**src/rtl/krq_pkg.sv**
```systemverilog
// ----------------------------------------------------------------------------
// krq_pkg
// Shared types and constants for the keyed thread ready queue.
// ----------------------------------------------------------------------------
package krq_pkg;

  localparam int QUEUE_DEPTH = 32;
  localparam int KEY_BITS    = 16;
  localparam int HANDLE_BITS = 16;
  localparam int ADDR_W      = (QUEUE_DEPTH > 1) ? $clog2(QUEUE_DEPTH) : 1;
  localparam int CNT_W       = $clog2(QUEUE_DEPTH + 1);

  typedef enum logic [1:0] {
    CMD_ENQUEUE = 2'd0,
    CMD_DEQUEUE = 2'd1,
    CMD_SEARCH  = 2'd2,
    CMD_REMOVE  = 2'd3
  } cmd_t;

  typedef enum logic [1:0] {
    ST_OK        = 2'd0,
    ST_EMPTY     = 2'd1,
    ST_NOT_FOUND = 2'd2,
    ST_FULL      = 2'd3
  } status_t;

  typedef enum logic [2:0] {
    S_IDLE,
    S_START,
    S_SCAN,
    S_SHIFT,
    S_DONE
  } state_t;

  typedef logic [KEY_BITS-1:0]    key_t;
  typedef logic [HANDLE_BITS-1:0] handle_t;
  typedef logic [ADDR_W-1:0]      addr_t;
  typedef logic [CNT_W-1:0]       cnt_t;

  typedef struct packed {
    key_t    key;
    handle_t handle;
  } entry_t;

  typedef struct packed {
    logic   wr_en;
    addr_t  wr_addr;
    entry_t wr_data;
    addr_t  rd_addr;
  } store_req_t;

  typedef struct packed {
    status_t status;
    key_t    key;
    handle_t handle;
    cnt_t    count;
  } result_t;

endpackage

```
**src/rtl/krq_if.sv**
```systemverilog
// ----------------------------------------------------------------------------
// krq_in_if / krq_out_if
// Valid/ready channels for commands and results.
// ----------------------------------------------------------------------------
interface krq_in_if;
  logic              valid;
  logic              ready;
  krq_pkg::cmd_t     command;
  krq_pkg::key_t     thread_key;
  krq_pkg::handle_t  thread_handle;

  modport source (output valid, output command, output thread_key,
                  output thread_handle, input ready);
  modport sink   (input valid, input command, input thread_key,
                  input thread_handle, output ready);
endinterface

interface krq_out_if;
  logic              valid;
  logic              ready;
  krq_pkg::status_t  status;
  krq_pkg::key_t     found_key;
  krq_pkg::handle_t  found_handle;
  krq_pkg::cnt_t     entry_count;

  modport source (output valid, output status, output found_key,
                  output found_handle, output entry_count, input ready);
  modport sink   (input valid, input status, input found_key,
                  input found_handle, input entry_count, output ready);
endinterface

```
**src/rtl/krq_store.sv**
```systemverilog
// ----------------------------------------------------------------------------
// krq_store
// Entry memory with one write and one registered read port, plus key compare.
// ----------------------------------------------------------------------------
module krq_store (
  input  logic                clk,
  input  krq_pkg::store_req_t req,
  input  krq_pkg::key_t       cmp_key,
  output krq_pkg::entry_t     rd_entry,
  output logic                hit
);
  import krq_pkg::*;

  entry_t mem [QUEUE_DEPTH];
  entry_t rd_entry_r;

  always_ff @(posedge clk) begin
    if (req.wr_en) begin
      mem[req.wr_addr] <= req.wr_data;
    end
    rd_entry_r <= mem[req.rd_addr];
  end

  assign rd_entry = rd_entry_r;
  assign hit      = (rd_entry_r.key == cmp_key);

endmodule

```
**src/rtl/krq_ctrl.sv**
```systemverilog
// ----------------------------------------------------------------------------
// krq_ctrl
// Command sequencer: scans the queue one entry per cycle and closes gaps.
// ----------------------------------------------------------------------------
module krq_ctrl (
  input  logic                clk,
  input  logic                rst_n,
  input  logic                cmd_valid,
  input  krq_pkg::cmd_t       cmd_in,
  input  krq_pkg::key_t       key_in,
  input  krq_pkg::handle_t    handle_in,
  output logic                cmd_ready,
  input  logic                res_free,
  output logic                res_valid,
  output krq_pkg::result_t    res
);
  import krq_pkg::*;

  state_t     state_r, state_nxt;
  cmd_t       cmd_r, cmd_nxt;
  key_t       key_r, key_nxt;
  handle_t    handle_r, handle_nxt;
  addr_t      idx_r, idx_nxt;
  cnt_t       count_r, count_nxt;
  status_t    status_r, status_nxt;
  key_t       rkey_r, rkey_nxt;
  handle_t    rhandle_r, rhandle_nxt;
  store_req_t req;
  entry_t     rd_entry;
  logic       hit;
  logic       take;
  cnt_t       idx_p1;
  cnt_t       idx_p2;
  logic       last;

  krq_store u_store (
    .clk      (clk),
    .req      (req),
    .cmp_key  (key_r),
    .rd_entry (rd_entry),
    .hit      (hit)
  );

  assign idx_p1 = cnt_t'(idx_r) + cnt_t'(1);
  assign idx_p2 = idx_p1 + cnt_t'(1);
  assign last   = (idx_p1 == count_r);
  assign take   = hit || (cmd_r == CMD_DEQUEUE);

  always_comb begin
    state_nxt = state_r;
    case (state_r)
      S_IDLE: begin
        if (cmd_valid) state_nxt = S_START;
      end
      S_START: begin
        if (cmd_r == CMD_ENQUEUE || count_r == '0) state_nxt = S_DONE;
        else state_nxt = S_SCAN;
      end
      S_SCAN: begin
        if (take) begin
          if (cmd_r == CMD_SEARCH || last) state_nxt = S_DONE;
          else state_nxt = S_SHIFT;
        end else if (last) begin
          state_nxt = S_DONE;
        end
      end
      S_SHIFT: begin
        if (idx_p2 == count_r) state_nxt = S_DONE;
      end
      S_DONE: begin
        if (res_free) state_nxt = S_IDLE;
      end
      default: state_nxt = S_IDLE;
    endcase
  end

  always_comb begin
    cmd_nxt     = cmd_r;
    key_nxt     = key_r;
    handle_nxt  = handle_r;
    idx_nxt     = idx_r;
    count_nxt   = count_r;
    status_nxt  = status_r;
    rkey_nxt    = rkey_r;
    rhandle_nxt = rhandle_r;
    req.wr_en   = 1'b0;
    req.wr_addr = idx_r;
    req.wr_data = rd_entry;
    req.rd_addr = idx_p1[ADDR_W-1:0];
    case (state_r)
      S_IDLE: begin
        req.rd_addr = '0;
        if (cmd_valid) begin
          cmd_nxt    = cmd_in;
          key_nxt    = key_in;
          handle_nxt = handle_in;
        end
      end
      S_START: begin
        req.rd_addr = '0;
        idx_nxt     = '0;
        status_nxt  = ST_OK;
        rkey_nxt    = '0;
        rhandle_nxt = '0;
        if (cmd_r == CMD_ENQUEUE) begin
          if (count_r == cnt_t'(QUEUE_DEPTH)) begin
            status_nxt = ST_FULL;
          end else begin
            req.wr_en   = 1'b1;
            req.wr_addr = count_r[ADDR_W-1:0];
            req.wr_data = '{key: key_r, handle: handle_r};
            count_nxt   = count_r + cnt_t'(1);
          end
        end else if (count_r == '0) begin
          status_nxt = (cmd_r == CMD_DEQUEUE) ? ST_EMPTY : ST_NOT_FOUND;
        end
      end
      S_SCAN: begin
        if (take) begin
          rkey_nxt    = rd_entry.key;
          rhandle_nxt = rd_entry.handle;
          if (cmd_r != CMD_SEARCH && last) count_nxt = count_r - cnt_t'(1);
        end else if (last) begin
          status_nxt = ST_NOT_FOUND;
        end else begin
          idx_nxt = idx_p1[ADDR_W-1:0];
        end
      end
      S_SHIFT: begin
        req.wr_en   = 1'b1;
        req.rd_addr = idx_p2[ADDR_W-1:0];
        idx_nxt     = idx_p1[ADDR_W-1:0];
        if (idx_p2 == count_r) count_nxt = count_r - cnt_t'(1);
      end
      default: begin
      end
    endcase
  end

  always_ff @(posedge clk) begin
    if (!rst_n) begin
      state_r <= S_IDLE;
      count_r <= '0;
    end else begin
      state_r <= state_nxt;
      count_r <= count_nxt;
    end
  end

  always_ff @(posedge clk) begin
    cmd_r     <= cmd_nxt;
    key_r     <= key_nxt;
    handle_r  <= handle_nxt;
    idx_r     <= idx_nxt;
    status_r  <= status_nxt;
    rkey_r    <= rkey_nxt;
    rhandle_r <= rhandle_nxt;
  end

  assign cmd_ready = (state_r == S_IDLE);
  assign res_valid = (state_r == S_DONE);
  assign res       = '{status: status_r, key: rkey_r, handle: rhandle_r, count: count_r};

endmodule

```
**src/rtl/keyed_thread_ready_queue_unit.sv**
```systemverilog
// ----------------------------------------------------------------------------
// keyed_thread_ready_queue_unit
// Ordered thread ready queue with enqueue, dequeue, keyed search and removal.
// ----------------------------------------------------------------------------
// One command is handled at a time. Dequeue, search and remove read and
// compare the entries in order, and dequeue and remove then move the later
// entries down, all through the single read port of the entry memory, one
// entry per cycle; enqueue and commands on an empty queue need no scan.
// A new command is accepted from the cycle after the previous one has reached
// the output register, so a stalled result does not hold up the next
// command's work.
module keyed_thread_ready_queue_unit (
  input  logic       clk,
  input  logic       rst_n,
  krq_in_if.sink     in_ch,
  krq_out_if.source  out_ch
);
  import krq_pkg::*;

  logic    res_valid;
  logic    res_free;
  result_t res;
  logic    out_valid_r, out_valid_nxt;
  result_t out_res_r, out_res_nxt;

  krq_ctrl u_ctrl (
    .clk       (clk),
    .rst_n     (rst_n),
    .cmd_valid (in_ch.valid),
    .cmd_in    (in_ch.command),
    .key_in    (in_ch.thread_key),
    .handle_in (in_ch.thread_handle),
    .cmd_ready (in_ch.ready),
    .res_free  (res_free),
    .res_valid (res_valid),
    .res       (res)
  );

  assign res_free = !out_valid_r || out_ch.ready;

  always_comb begin
    out_valid_nxt = out_valid_r;
    out_res_nxt   = out_res_r;
    if (res_valid && res_free) begin
      out_valid_nxt = 1'b1;
      out_res_nxt   = res;
    end else if (out_ch.ready) begin
      out_valid_nxt = 1'b0;
    end
  end

  always_ff @(posedge clk) begin
    if (!rst_n) begin
      out_valid_r <= 1'b0;
    end else begin
      out_valid_r <= out_valid_nxt;
    end
  end

  always_ff @(posedge clk) begin
    out_res_r <= out_res_nxt;
  end

  assign out_ch.valid        = out_valid_r;
  assign out_ch.status       = out_res_r.status;
  assign out_ch.found_key    = out_res_r.key;
  assign out_ch.found_handle = out_res_r.handle;
  assign out_ch.entry_count  = out_res_r.count;

endmodule
```
**src/flat_wrapper.sv**
```systemverilog
// flat-port wrapper written by rule: the top's interface ports become plain ports
module keyed_thread_ready_queue_unit_flat import krq_pkg::*;
  (clk, rst_n, in_ch_valid, in_ch_command, in_ch_thread_key, in_ch_thread_handle, in_ch_ready, out_ch_valid, out_ch_status, out_ch_found_key, out_ch_found_handle, out_ch_entry_count, out_ch_ready);
  krq_in_if in_ch_i ();
  krq_out_if out_ch_i ();
  input  logic clk;
  input  logic rst_n;
  input wire logic [$bits(in_ch_i.valid)-1:0] in_ch_valid;
  input wire logic [$bits(in_ch_i.command)-1:0] in_ch_command;
  input wire logic [$bits(in_ch_i.thread_key)-1:0] in_ch_thread_key;
  input wire logic [$bits(in_ch_i.thread_handle)-1:0] in_ch_thread_handle;
  output wire logic [$bits(in_ch_i.ready)-1:0] in_ch_ready;
  output wire logic [$bits(out_ch_i.valid)-1:0] out_ch_valid;
  output wire logic [$bits(out_ch_i.status)-1:0] out_ch_status;
  output wire logic [$bits(out_ch_i.found_key)-1:0] out_ch_found_key;
  output wire logic [$bits(out_ch_i.found_handle)-1:0] out_ch_found_handle;
  output wire logic [$bits(out_ch_i.entry_count)-1:0] out_ch_entry_count;
  input wire logic [$bits(out_ch_i.ready)-1:0] out_ch_ready;
  assign in_ch_i.valid = in_ch_valid;
  assign in_ch_i.command = in_ch_command;
  assign in_ch_i.thread_key = in_ch_thread_key;
  assign in_ch_i.thread_handle = in_ch_thread_handle;
  assign in_ch_ready = in_ch_i.ready;
  assign out_ch_valid = out_ch_i.valid;
  assign out_ch_status = out_ch_i.status;
  assign out_ch_found_key = out_ch_i.found_key;
  assign out_ch_found_handle = out_ch_i.found_handle;
  assign out_ch_entry_count = out_ch_i.entry_count;
  assign out_ch_i.ready = out_ch_ready;
  keyed_thread_ready_queue_unit u_core (.clk(clk), .rst_n(rst_n), .in_ch(in_ch_i), .out_ch(out_ch_i));
endmodule
```
**config.mk**
```make
export PLATFORM = sky130hd
export DESIGN_NAME = keyed_thread_ready_queue_unit_flat
export DESIGN_NICKNAME = d
export VERILOG_FILES = /design/src/rtl/krq_pkg.sv /design/src/rtl/krq_if.sv /design/src/rtl/krq_store.sv /design/src/rtl/krq_ctrl.sv /design/src/rtl/keyed_thread_ready_queue_unit.sv /design/src/flat_wrapper.sv
export SDC_FILE = /design/constraint.sdc
export NUM_CORES = 1
export LEC_CHECK = 0
export BUFFER_PORTS_ARGS = -buffer_cell sky130_fd_sc_hd__buf_2
export CORE_ASPECT_RATIO = 0.8
export CORE_MARGIN = 3
export CORE_UTILIZATION = 44
export DETAILED_ROUTE_END_ITERATION = 8
export HOLD_SLACK_MARGIN = 0.08
export PLACE_DENSITY_LB_ADDON = 0.2
export SYNTH_ARGS = -nofsm -noshare
export SYNTH_HDL_FRONTEND = slang
export SYNTH_HIERARCHICAL = 1
export SYNTH_SLANG_ARGS = --single-unit
```
**constraint.sdc**
```tcl
create_clock -name clk -period 5 [get_ports clk]
set_input_delay 0.75 -clock clk [delete_from_list [all_inputs] [get_ports clk]]
set_output_delay 0.75 -clock clk [all_outputs]
set_load 0.01 [all_outputs]
```
* Word-level counts from Yosys, hierarchy flattened
Memories as Yosys holds them, arrays and structs flattened. A register that Yosys moved wholly into a read port is not among the register bits.
Index checks and enable logic that the tools add are counted.
** Storage, ports and cells
- Flip-flop bits (word level) :: 123
- Memory bits (writable) :: 1024
- Bits of input ports :: 38
- Output and inout bits :: 42
- Logic and storage cells :: 98
- Memories kept :: 1
** Memories
- u_core.u_ctrl.u_store.mem :: depth 32, bits a word 32, rd ports 1, clocked after Yosys merged registers in 1, write ports 1, line krq_store.sv:14 : entry_t mem [QUEUE_DEPTH];
** Cells by class
- Add/subtract/negate cells :: 4
- Equality and inequality tests :: 22
- Multiplexer cells :: 37
- Reduce and logical (&&, ||, !) cells :: 20
** Operators with widths (count)
- $mux W38 :: 2
- $pmux W16 S2 :: 2
- $mux W37 :: 1
- $mux W16 :: 2
- $mux W6 :: 5
- $ne A2 B2 Y1 const B :: 11
- $mux W3 :: 7
- $pmux W6 S3 :: 1
- $eq A16 B16 Y1 :: 1
- $pmux W3 S5 :: 1
- $pmux W5 S3 :: 1
- $add A6 B1 Y6 const B :: 2
- $eq A6 B6 Y1 :: 2
- $mux W2 :: 6
- $mux W5 :: 2
- $pmux W5 S2 :: 1
- $add A5 B1 Y6 const B :: 1
- $eq A3 B2 Y1 const B :: 2
- $eq A6 B6 Y1 const B :: 1
- $logic_not A6 Y1 :: 1
- $reduce_and A3 Y1 :: 2
- $reduce_and A6 Y1 :: 1
- $sub A6 B1 Y6 const B :: 1
- $logic_or A1 B1 Y1 :: 4
- other kinds (17) :: 23

* Longest topological paths before layout
Gate-level depths: netlist of the first run.
- Depth after elaboration :: 6
- Mapped depth :: 14

* Hierarchy
The synthesis of the first run kept the hierarchy.
** Modules (own cells, without submodules)
- krq_store :: instances 1, cells an instance 2281, area an instance 40657.7 um^2
- krq_ctrl :: instances 1, cells an instance 350, area an instance 4254.1 um^2
- keyed_thread_ready_queue_unit :: instances 1, cells an instance 45, area an instance 1258.7 um^2

* Worst setup path before layout of the first run
Ideal clock, no wire load.
- Kind :: flip-flop to flip-flop
- Start point :: reg u_core.u_ctrl.cmd_r[0]
- End point :: mem u_core/u_ctrl/u_store/mem[28][0] (netlist name) (enable)
- Arrival time :: 3749 ps
- Data required time :: 4579 ps
- Path slack :: 830 ps
- Cell stages (with the launch flop) :: 10
- Clock period less this slack :: 4170 ps
- Path through :: edfxtp_1 clkbuf_1 nor4_2 o21ai_0 buf_2 buf_2 a22o_1 or3b_2 clkbuf_1 nor2_1
** RTL lines
- start: declaration :: line krq_ctrl.sv:20 : cmd_t cmd_r, cmd_nxt;
- start signal: assignment :: line krq_ctrl.sv:151 : cmd_r <= cmd_nxt;
- end: declaration :: line krq_store.sv:14

==> run metrics, run 1 <==
CTS Sinks=1,179; Lkg Pwr=0.0160 uW; setup TNS=0 ps; outcome=completed; CTS root buf=clkbuf_16; vias in the first global route=24,300; unrepaired setup endpoints after global routing=no; largest family of logic cells by synthesized area=multiplexers; Layout Nets=2,842; crit path DAT=4730 ps; cell count of the worst reg-to-reg path=12; initial core utilization=44.7%; DRC Markers=0; drt pass-1 iters=5; final WL=116 mm; post-synthesis net count=2,721; Pwr per Cell Area=446 nW/um^2; largest net degree at the start of global routing=80; Final Worst Setup Slack=820 ps; Iter 0 DRT Violations=2,394; Peak VDD IR=329 uV; worst skew pair latency=700 ps; max_cap viols=0; GR Layer Usage met3=3.54%; GR Util met1=30.6%; adder-cell share of the synthesized area=0.228%; post-synthesis simple-gate area fraction=4.15%; clock skew=23.8 ps; post-synthesis mux area share=12.0%; Post-Place Cells=4,076; Tot GR Track Use=21.2%; Worst Path Max Fanout=41; post-CTS setup buffers=0; Synth Flop Type=edfxtp_1; switching power=5890 uW; Pins Over Slew Limit=0; cell area after synthesis=46,200 um^2; first-pass GRT wire length=170 mm; final setup fails=0; FF-to-FF Start=u_core/u_ctrl/idx_r[0]; TritonCTS clock tree=built; die outline width=368 um; Worst Setup EP=u_core/u_ctrl/u_store/rd_entry[19]; Combinational Power Share=12.1%; final hold vios=0; GPL Wtd Cong=0.898; period utilization=83.6%; non-filler instance count after layout=4,282; relative max-transition margin=16.2%; antenna violations before repair=3; Synth Area per Inst=17.3 um^2; final instance area=52,100 um^2; die height=296 um; count of input and output buffers=79; GRT overflow=0; fmax=239 MHz; flops & latches, synth=1,179; Post-Synthesis Cells=2,676; internal power component=17,300 uW; min-delay worst type=in -> reg; Worst Path Class, Setup=reg -> reg; Layout area overhead=12.9%; Die ar.=109,000 um^2; # rows=105; Reg clk slew, reported paths=60 ps; Clk pwr share=35.4%; post-route ant nets=0; ys async rst share=0%; Distinct cells, synth=62; DR vias=24,700; setup slack, reg-to-reg=820 ps; drt wl/cell=27.2 um; worst-case clock buffer depth=3; XOR/XNOR Fraction of Synth Area=0.718%; Fill cells=8,476; total of warnings raised by yosys=6; CP Data Required Time=5550 ps; H-tree depth=3; Worst setup EP type=register; Setup crit start kind=register; Most Crowded Layer GR=met2; post-cts repair resize count=0; EDFF count, synth=1,137; switching share of power=25.3%; Compound-Gate Fraction of Synth Area=5.22%; Critical path origin=u_core/u_ctrl/idx_r[0]; IO Count=80; dpl cell area=48,600 um^2; Flop pwr share=52.4%; core area=103,000 um^2; dpl ws=829 ps; share of layout cells above drive strength 1=14.1%; total CTS buffers=110; measured slew at the worst slew-check pin=1260 ps; Final HPWL DP=72.7 mm; worst hold slack=219 ps; Post-CTS Hold Buffers=0; vias per inst=5.77; RR Endpoint=u_core/u_ctrl/u_store/rd_entry[19]; sequential-to-total area share from yosys stat=75.8%; met2 usage=34.0%; min cycle time layout=4180 ps
## cells in the mapped netlist, types with 8 or more instances
cell type	n	area, um^2
edfxtp_1	1137	34100
mux2i_1	516	5160
nand2_1	119	447
a21oi_1	109	546
nand3_1	103	515
a22oi_1	96	721
a22o_1	70	613
nor2_1	56	210
clkbuf_1	50	188
dfxtp_1	42	841
buf_2	39	195
nor3_1	39	195
and2_1	34	213
a31oi_1	33	206
buf_4	33	248
mux2_2	32	360
xnor2_1	31	272
buf_6	17	191
o21ai_0	15	75.1
buf_1	8	30.0
inv_1	8	30.0
nand3b_1	8	60.1
## layout by cell type (no fill, tap or decap), drive strengths merged, types with 3 or more instances in the layout
master,n
a22oi,96
mux2,32
a31oi,33
o211ai,3
and3,4
a22o,70
inv,10
xor2,6
mux2i,516
edfxtp,1137
bufinv,10
or3,3
o21ai,15
nor2,57
nand4b,3
nor2b,6
ha,6
dfxtp,42
and2,35
nand4,4
nand2,119
or3b,3
buf,158
nand3b,8
a21oi,110
xnor2,31
a21o,4
nand3,103
clkbuf,144
nor4,3
nor3,39
nand2b,6
clkinv,46
## area by class of cell
type | instances | area [um^2] | share of cell area, %
flip-flops and latches | 1179 | 35000 | 67.1
multi-input cells | 1340 | 10600 | 20.3
clock buffers | 144 | 3000 | 5.75
well taps | 1391 | 1740 | 3.34
repair buffers | 158 | 1210 | 2.33
clock inverters | 60 | 549 | 1.05
inverters | 8 | 30.0 | 0.0576
diodes | 2 | 5.00 | 0.00960
## state kept, by name, summed over array words and instances (netlist names), 3 cells and up
register,count
u_core/out_ch.found_key,16
u_core/out_ch.entry_count,6
u_core/u_ctrl/key_r,16
u_core/u_ctrl/rkey_r,16
u_core/u_ctrl/rhandle_r,16
u_core/u_ctrl/handle_r,16
u_core/u_ctrl/idx_r,5
u_core/out_ch.found_handle,16
u_core/u_ctrl/count_r,6
u_core/u_ctrl/u_store/rd_entry,32
u_core/u_ctrl/u_store/mem,1024
u_core/u_ctrl/state_r,3
## metal layers
layer | wire length [um] | share of wire (%)
met2 | 54600 | 47
met5 | 0 | 0
met4 | 2550 | 2.2
met1 | 52000 | 45
met3 | 7190 | 6.2
## worst min path at each step
stage	startpoint	end	slack (ps)	depth (start not counted)
floorplan	u_core/u_ctrl/rhandle_r[0]	u_core/out_ch.found_handle[0]	400	0
global placement	u_core/u_ctrl/rkey_r[7]	u_core/out_ch.found_key[7]	400	0
detailed placement	u_core/u_ctrl/rhandle_r[14]	u_core/out_ch.found_handle[14]	400	0
CTS	in_ch_thread_handle[0]	u_core/u_ctrl/handle_r[0]	170	1
global route	in_ch_thread_handle[0]	u_core/u_ctrl/handle_r[0]	180	1
finish	in_ch_thread_handle[0]	u_core/u_ctrl/handle_r[0]	220	1
## logic make-up after synthesis
family | after synthesis
adders and majority gates | 8
buffers and inverters | 157
xor gates and xnor gates | 37
muxes | 548
and+or+nand+nor | 396
AOI/OAI and AO/OA | 351
DFF | 1179
## power by group through the flow
stage | registers, uW | logic, uW | clock network [uW]
after floorplan | 12200 | 1690 | 0
after global placement | 12400 | 2800 | 0
after detailed placement | 12400 | 2860 | 0
after CTS | 12200 | 2860 | 8390
after global routing | 12200 | 3030 | 8820
final | 12200 | 2820 | 8230
## critical path: stages, from the launching register on
cell      delay, ps
edfxtp_1        670
ha_1            390
xor2_2          310
a21oi_1          70
a31oi_1         160
nand2_1          70
o21ai_0         380
and2_4          710
buf_4           320
a22o_1          190
nor3_1           80
a31oi_1         470
nand3_1         150
## stage by stage
| step | utilization (%) | total power [uW] |
|---|---|---|
| after global routing | 50.5 | 24000 |
| after CTS | 50.5 | 23400 |
| after global placement | 47.0 | 15200 |
| after floorplan | - | 13900 |
| final | 50.5 | 23200 |
| after detailed placement | 47.0 | 15200 |
No activity file was read; power rests on OpenSTA's default activity.
==> run 2, diff against run 1 <==
ABC_AREA = 1   (was not set)
clock period = 4.2 ns   (was 5 ns; I/O delays follow)
==> run 2 against run 1 <==
- global-route usage rose by 2.5 points
- non-clock buffer count rose by 93
- highest routed layer unchanged
- register-to-register slack got worse by 460 ps
==> run metrics, run 2 <==
clock skew=38.9 ps; DR vias=31,200; Tot Pwr=37,600 uW; Post-Synthesis Cells=4,059; crit path DAT=4450 ps; Post-Place Cells=5,463; largest area contributor in the netlist=edfxtp_1; H-tree depth=3; RR Endpoint=u_core/u_ctrl/u_store/rd_entry[15]; unrepaired setup endpoints after global routing=no; cell seen most often among critical-path stages=nand2_1; Pins Over Slew Limit=0; drt pass-1 iters=5; count leader, synth=nand2_1; EDFF count, synth=1,137; Setup crit start kind=register; Largest Register=u_core/u_ctrl/u_store/mem; Pwr per Cell Area=691 nW/um^2; vias per inst=5.47; top routing layer in use=met4; worst-path cell chain=inv_1 > nor2_2 > inv_1 > nor2_1 > inv_1 > o21ai_4 > buf_12 > inv_16 > buf_12 > nand2_1 > nand3_1 > nand3_1 > nand2_1 > nand2_1 > nand2_1 > nand2_1 > nand2_1; top cell type's share of synthesized area=71.2%; ant diodes=0; Lkg Pwr=0.0199 uW; flops & latches, synth=1,179; Peak VDD IR=391 uV; worst skew pair latency=730 ps; GPL Wtd Cong=0.834; setup slack, reg-to-reg=360 ps; synth top area cells=edfxtp_1 (71%), nand2_1 (12%), nand3_1 (8.4%); ys async rst share=0%; period utilization=91.5%; most common cell after layout, fill and taps aside=nand2_1; Synth Area per Inst=11.8 um^2; cell area after synthesis=48,000 um^2; TritonCTS clock tree=built; Layout area overhead=13.5%; dpl cell area=50,600 um^2; max_cap viols=0; Routed met2 length=59.0 mm; sequential-to-total area share from yosys stat=72.9%; hold path cells=1; Hold EP=u_core/u_ctrl/key_r[9]; wire length on met1=61.5 mm; CTS root buf=clkbuf_16; die height=301 um; Distinct cells, synth=34; CP Data Required Time=4810 ps; Reg clk slew, reported paths=60 ps; met3 WL=11.5 mm; first-pass GRT wire length=199 mm; final hold vios=0; post-route ant nets=0; vias in the first global route=29,300; final instance area=54,500 um^2; outcome=completed; total CTS buffers=112; synth cell count leaders=nand2_1 (1,538), edfxtp_1 (1,137), nand3_1 (801); Worst setup EP type=register; min cycle time layout=3840 ps; GRT overflow=0; Slowest cell on crit path=buf_12; most frequent cells in the layout=nand2_1 (1,538), edfxtp_1 (1,137), nand3_1 (801); IO Count=80; count of input and output buffers=79; Critical Path Max Stage Delay=420 ps; # rows=107; Tot GR Track Use=23.7%; Final HPWL DP=73.5 mm; initial core utilization=44.7%; Worst Path Max Fanout=151; post-synthesis net count=4,104; DRC Markers=0; worst-case clock buffer depth=3; largest net degree at the start of global routing=152; Worst Path Class, Setup=reg -> reg; min-delay worst type=in -> reg; Iter 0 DRT Violations=4,067; antenna violations before repair=1; post-cts repair resize count=0; worst path bufs/invs=6; fmax=260 MHz; Layout Nets=4,239; FF-to-FF Start=u_core/u_ctrl/state_r[1]; core area=107,000 um^2; die outline width=375 um; drt wl/cell=23.6 um; Fill cells=9,310; measured slew at the worst slew-check pin=1350 ps; Synth Flop Type=edfxtp_1; setup TNS=0 ps; cell count of the worst reg-to-reg path=17; CTS Sinks=1,179; Largest register FFs=1,024; total of warnings raised by yosys=6; worst min-delay path startpoint=in_ch_thread_key[9]; final setup fails=0; final WL=135 mm; share of layout cells above drive strength 1=11.0%; delay-heaviest family, CP=buffers and inverters; relative max-transition margin=9.75%; Die ar.=113,000 um^2; non-filler instance count after layout=5,705
## run 2: cell types whose count changed after synthesis, sizes merged, moves of 79 or more
cell   delta
a22oi    -96
inv      +79
mux2i   -516
a21oi    -92
nand3   +703
nand2  +1431
buf     +101
## run 2: repair_timing
| action | CTS | global route |
|---|---|---|
| setup buffers | 0 | 0 |
| hold buffers | 33 | 0 |
| endpoints found under the hold margin | 33 | 0 |
## run 2: layer usage
layer	vias up	global-route usage, %
met4	0	5.57
met3	165	3.40
li1	14400	-
met5	-	0
met1	15300	36.5
met2	1371	35.7
## run 2: worst max-delay path by stage
stage / from / end / slack [ps] / depth (start not counted)
after floorplan: u_core/u_ctrl/key_r[4] / u_core/u_ctrl/rhandle_r[0] / 520 / 7
after global placement: u_core/u_ctrl/state_r[1] / u_core/u_ctrl/u_store/rd_entry[5] / 710 / 18
after detailed placement: u_core/u_ctrl/state_r[1] / u_core/u_ctrl/u_store/rd_entry[5] / 710 / 18
after CTS: u_core/u_ctrl/state_r[1] / u_core/u_ctrl/u_store/rd_entry[5] / 700 / 18
after global routing: u_core/u_ctrl/state_r[1] / u_core/u_ctrl/u_store/rd_entry[15] / 300 / 17
final: u_core/u_ctrl/state_r[1] / u_core/u_ctrl/u_store/rd_entry[15] / 360 / 17
## run 2: cells by family after synthesis
kind of cell             after synthesis  share of synthesized area [%]
XOR/XNOR                              20                          0.365
flip-flops                          1179                           72.9
adder cells (fa/ha/maj)                7                          0.198
AO/OA/AOI/OAI                         70                          0.801
buffers and inverters                317                           4.03
AND/OR/NAND/NOR                     2466                           21.7
## run 2: power by group
group	internal, uW	total [uW]	switching, uW
combinational	3010	11800	8770
sequential	15600	16000	415
clock	5520	9890	4370
total	24100	37600	13500
## run 2: final cells by class
type	instances	area [um^2]	share of cell area [%]
well taps	1417	1770	3.26
inverters	87	357	0.655
multi-input cells	2563	11500	21.2
flip-flops and latches	1179	35000	64.2
clock inverters	53	533	0.979
repair buffers	251	2280	4.18
clock buffers	155	3020	5.54
## run 2: stage by stage
stage	util [%]	setup slack [ps]	hold WS [ps]
finish	50.8	357	138
global route	50.8	304	112
detailed placement	47.1	713	405
CTS	50.8	702	91.6
global placement	47.1	708	402
floorplan	-	519	400
